$ cat src/hw/rtl/baro_div.sv
// ============================================================================
// baro_div
// Pipelined unsigned restoring divider, one quotient bit per stage, with a
// tag that travels alongside each request.
// ============================================================================
module baro_div #(
   parameter int W  = 32,
   parameter int TW = 8
) (
   input  logic          clock,
   input  logic          reset,
   input  logic          in_valid,
   input  logic [W-1:0]  in_num,
   input  logic [W-1:0]  in_den,
   input  logic [TW-1:0] in_tag,
   output logic          out_valid,
   output logic [W-1:0]  out_quot,
   output logic [TW-1:0] out_tag
);

   logic [W-1:0]  rem_ff [W];
   logic [W-1:0]  num_ff [W];
   logic [W-1:0]  den_ff [W];
   logic [W-1:0]  quo_ff [W];
   logic [TW-1:0] tag_ff [W];
   logic [W-1:0]  vld_ff;

   logic [W-1:0]  rem_i [W];
   logic [W-1:0]  num_i [W];
   logic [W-1:0]  den_i [W];
   logic [W-1:0]  quo_i [W];
   logic [TW-1:0] tag_i [W];
   logic [W-1:0]  vld_i;

   logic [W-1:0]  rem_in [W];
   logic [W-1:0]  quo_in [W];

   for (genvar k = 0; k < W; k++) begin : g_stage
      // stage input select
      if (k == 0) begin : g_first
         assign rem_i[k] = '0;
         assign num_i[k] = in_num;
         assign den_i[k] = in_den;
         assign quo_i[k] = '0;
         assign tag_i[k] = in_tag;
         assign vld_i[k] = in_valid;
      end else begin : g_next
         assign rem_i[k] = rem_ff[k-1];
         assign num_i[k] = num_ff[k-1];
         assign den_i[k] = den_ff[k-1];
         assign quo_i[k] = quo_ff[k-1];
         assign tag_i[k] = tag_ff[k-1];
         assign vld_i[k] = vld_ff[k-1];
      end

      // one compare and subtract
      logic [W:0] sh;
      logic       ge;
      always_comb begin
         sh        = {rem_i[k], num_i[k][W-1]};
         ge        = (sh >= {1'b0, den_i[k]});
         rem_in[k] = ge ? sh[W-1:0] - den_i[k] : sh[W-1:0];
         quo_in[k] = {quo_i[k][W-2:0], ge};
      end

      always_ff @(posedge clock) begin
         if (reset) begin
            vld_ff[k] <= 1'b0;
         end else begin
            vld_ff[k] <= vld_i[k];
         end
      end

      always_ff @(posedge clock) begin
         rem_ff[k] <= rem_in[k];
         num_ff[k] <= {num_i[k][W-2:0], 1'b0};
         den_ff[k] <= den_i[k];
         quo_ff[k] <= quo_in[k];
         tag_ff[k] <= tag_i[k];
      end
   end

   assign out_valid = vld_ff[W-1];
   assign out_quot  = quo_ff[W-1];
   assign out_tag   = tag_ff[W-1];

`ifndef ASSERT_OFF
   a_rem_below_den: assert property (@(posedge clock) disable iff (reset)
      (vld_ff[W-1] && den_ff[W-1] != '0) |-> (rem_ff[W-1] < den_ff[W-1]))
      else $error("divider remainder not below divisor");
   a_zero_den_ones: assert property (@(posedge clock) disable iff (reset)
      (vld_ff[W-1] && den_ff[W-1] == '0) |-> (quo_ff[W-1] == '1))
      else $error("divide by zero quotient not all ones");
   a_valid_travels: assert property (@(posedge clock) disable iff (reset)
      vld_ff[W-1] |-> $past(vld_ff[W-2]))
      else $error("divider valid skipped a stage");
`endif

endmodule
$ cat config.mk
export PLATFORM = sky130hd
export DESIGN_NAME = baro_div
export DESIGN_NICKNAME = d
export VERILOG_FILES = /design/src/hw/rtl/baro_div.sv
export SDC_FILE = /design/constraint.sdc
export NUM_CORES = 2
export LEC_CHECK = 0
export BUFFER_PORTS_ARGS = -buffer_cell sky130_fd_sc_hd__buf_2
export CAP_MARGIN = 15
export CORE_ASPECT_RATIO = 0.6
export CORE_UTILIZATION = 34
export DETAILED_ROUTE_END_ITERATION = 10
export SLEW_MARGIN = 10
export SYNTH_ARGS = -nofsm -noshare
export SYNTH_HDL_FRONTEND = slang
export SYNTH_MEMORY_MAX_BITS = 65536
export SYNTH_SLANG_ARGS = --single-unit
$ cat constraint.sdc
create_clock -name clock -period 5.9 [get_ports clock]
set_input_delay 1.18 -clock clock [delete_from_list [all_inputs] [get_ports clock]]
set_output_delay 1.18 -clock clock [all_outputs]
set_load 0.02 [all_outputs]
==> impl_metrics.json <==
{
  "clk_pin_slew_ns": 0.06,
  "synth_area_leaders": "dfxtp_1, ha_1, mux2_2",
  "setup_violations": 0,
  "synth_area_sq_um": 132000,
  "io_pins": 116,
  "synth_area_per_cell_sq_um": 10.1,
  "rows": 176,
  "die_x_microns": 806,
  "gp_congestion": 0.928,
  "clkSinkCount": 3296,
  "nNetsFinal": 14200,
  "r2r-start": "den_ff[0][65]",
  "final_max_slew_viol_count": 0,
  "hold_slack_ns": 0.274,
  "cts_made_buffers": 321,
  "grt_pass1_vias": 84200,
  "clock_skew_ns": 0.0643,
  "ys_ff_latch": 3296,
  "h-tree-depth": 5,
  "synthArstFlopShare_pct": 0,
  "critPathCaptureType": "flop",
  "core_area_sq_um": 384000,
  "holdPathEnd": "num_ff[0][142]",
  "crit_path_start_kind": "flop",
  "wl_per_cell_microns": 18.0,
  "min-delay-start": "num_ff[0][110]",
  "cp.required_ns": 6.71,
  "die_y_microns": 484,
  "yosysTopAreaCellShare_pct": 50.1,
  "drc": 0,
  "hpwl_microns": 258000,
  "avgViaCountPerCell": 4.90,
  "outcome": "finished, final reports clean",
  "power.density_nw_per_um2": 378,
  "synth-edff-count": 0,
  "critPathMaxFanout": 6,
  "drtIter0Drc": 8189,
  "r2r_slack_ns": 1.15,
  "yosysTopAreaCell": "dfxtp_1",
  "total_leakage_power_nw": 68.7,
  "synthDistinctLibCells": 98,
  "synth_flop_cell": "dfxtp_1",
  "grt_max_degree": 63,
  "cp_data_arrival_time_ns": 5.56,
  "grt_setup_unrepaired": "false",
  "power_mw": 56.2,
  "insertion_delay_ns": 0.92,
  "regArea_sq_um": 66000,
  "initial_utilization_pct": 34.3,
  "r2r-end": "rem_ff[0][127]",
  "grt_pass1_wl_microns": 509000,
  "fin_cells": 18600,
  "hold_viol": 0,
  "worst_slew_pin_slew_ns": 1.19,
  "max_cap_violations": 0,
  "min_path_type": "reg -> reg",
  "postCtsSetupRepairBufs": 0,
  "critical_path_class": "reg -> reg",
  "cts_tree": "built",
  "grt_usage_pct": 16.5,
  "yosys_warnings": 0,
  "layout_common_cells": "dfxtp_1, inv_1, ha_1",
  "fin_tns_setup_ns": 0,
  "timing.fmax_mhz": 210,
  "area_growth_pct": 12.7,
  "cts.repair.resized": 0,
  "cts_root_buf": "clkbuf_16",
  "multiInputGateArea_sq_um": 59600,
  "postRouteAntennaNets": 0,
  "syn_inst": 13000,
  "ir_drop_mv": 0.234,
  "clock_tree.buffer_depth": 4,
  "die_area_sq_um": 390000,
  "ctsHoldBuffers": 0,
  "drive_gt1_share_pct": 9.83,
  "ys_seq_area_share_pct": 50.1,
  "finalCritPeriodShare_pct": 80.6,
  "fin_ws_ns": 1.15,
  "gr-total-overflow": 0,
  "final_common_cell": "dfxtp_1",
  "wl_microns": 334000,
  "antenna_found_initial": 19,
  "port_buffers": 115,
  "nFillCells": 37800,
  "whs_path_depth": 0,
  "synth_fp_nets": 14100,
  "slew_headroom_pct": 20.5,
  "min_period_ns": 4.75,
  "dr.pass1.iters": 8,
  "post-place-cells": 18000,
  "dp_slack_ns": 1.46,
  "vias": 90900,
  "reg2reg_depth": 12
}
-- synthesized netlist by cell type, types with 94 or more instances --
cell / n
dfxtp_1: 3296
inv_1: 1249
ha_1: 994
a21oi_1: 980
nand2_1: 702
nor2_1: 629
o21ai_0: 606
a21o_1: 538
xnor2_1: 499
mux2_2: 496
xor2_1: 300
clkbuf_1: 238
nand3_1: 208
nand4_1: 192
nor2b_1: 172
o21bai_1: 148
o21a_1: 140
nor3_1: 131
nand2b_1: 115
a31oi_1: 97
mux2_1: 94
-- final cells by class --
class | instances | share of cell area [%]
inverters | 1250 | 3.16
repair buffers | 166 | 0.689
well taps | 5162 | 4.35
clock inverters | 142 | 1.14
flip-flops and latches | 3296 | 44.4
clock buffers | 429 | 6.11
diodes | 25 | 0.0421
multi-input cells | 8101 | 40.1
-- per-layer routing --
metal  vias to the layer above  wire, microns  part of all wire (%)  GRT usage [%]
li1                      45300              -                     -              -
met1                     42400         178000                    53           26.8
met3                       425          35800                    11           5.81
met4                        10           6440                   1.9           3.37
met2                      2837         113000                    34           19.9
met5                         -            430                  0.13          0.723
-- worst max path at each step --
| stage | startpoint | to | slack (ns) | depth (start not counted) |
|---|---|---|---|---|
| after floorplan | den_ff[0][225] | rem_ff[0][280] | 2.72 | 13 |
| after global placement | den_ff[0][353] | rem_ff[0][384] | 1.57 | 14 |
| after detailed placement | den_ff[0][353] | rem_ff[0][384] | 1.46 | 14 |
| after CTS | den_ff[0][353] | rem_ff[0][384] | 1.43 | 14 |
| after global routing | den_ff[0][65] | rem_ff[0][127] | 1.06 | 12 |
| final | den_ff[0][65] | rem_ff[0][127] | 1.15 | 12 |
-- power breakdown --
part / total [mW] / internal, mW / switching (mW)
registers: 24.8 / 23.8 / 0.996
logic: 10.3 / 4.32 / 6.02
clock network: 21.1 / 12.1 / 8.97
total: 56.2 / 40.2 / 16.0
-- stage by stage --
| step | util [%] | cell area, sq um |
|---|---|---|
| after floorplan | - | 132000 |
| after global placement | 35.8 | 138000 |
| after detailed placement | 35.8 | 138000 |
| after CTS | 38.6 | 148000 |
| after global routing | 38.6 | 149000 |
| final | 38.6 | 149000 |
-- flip-flops by register name, indices dropped and copies added, names as in the netlist --
signal and flops:
vld_ff 31, out_valid 1, rem_ff 992, quo_ff 528, num_ff 496, den_ff 992, tag_ff 256
-- worst max-delay path: stages, from the launching register on --
cell	delay, ns
dfxtp_1	0.37
inv_1	0.07
ha_1	0.30
nor2b_1	0.13
o21ai_0	0.11
a21boi_0	0.58
o311ai_0	0.35
a221oi_1	0.81
o211ai_1	0.39
a2111oi_0	1.02
o21a_1	0.27
nor3_1	0.05
o31ai_1	0.21
-- cells by family after synthesis --
family | synth area share (%)
AND/OR/NAND/NOR | 9.10
buffers and inverters | 4.90
adder cells (fa/ha/maj) | 9.89
multiplexers | 5.44
flip-flops | 50.1
AO/OA/AOI/OAI | 15.3
XOR/XNOR | 5.31
(Power assumes the default switching activity.)
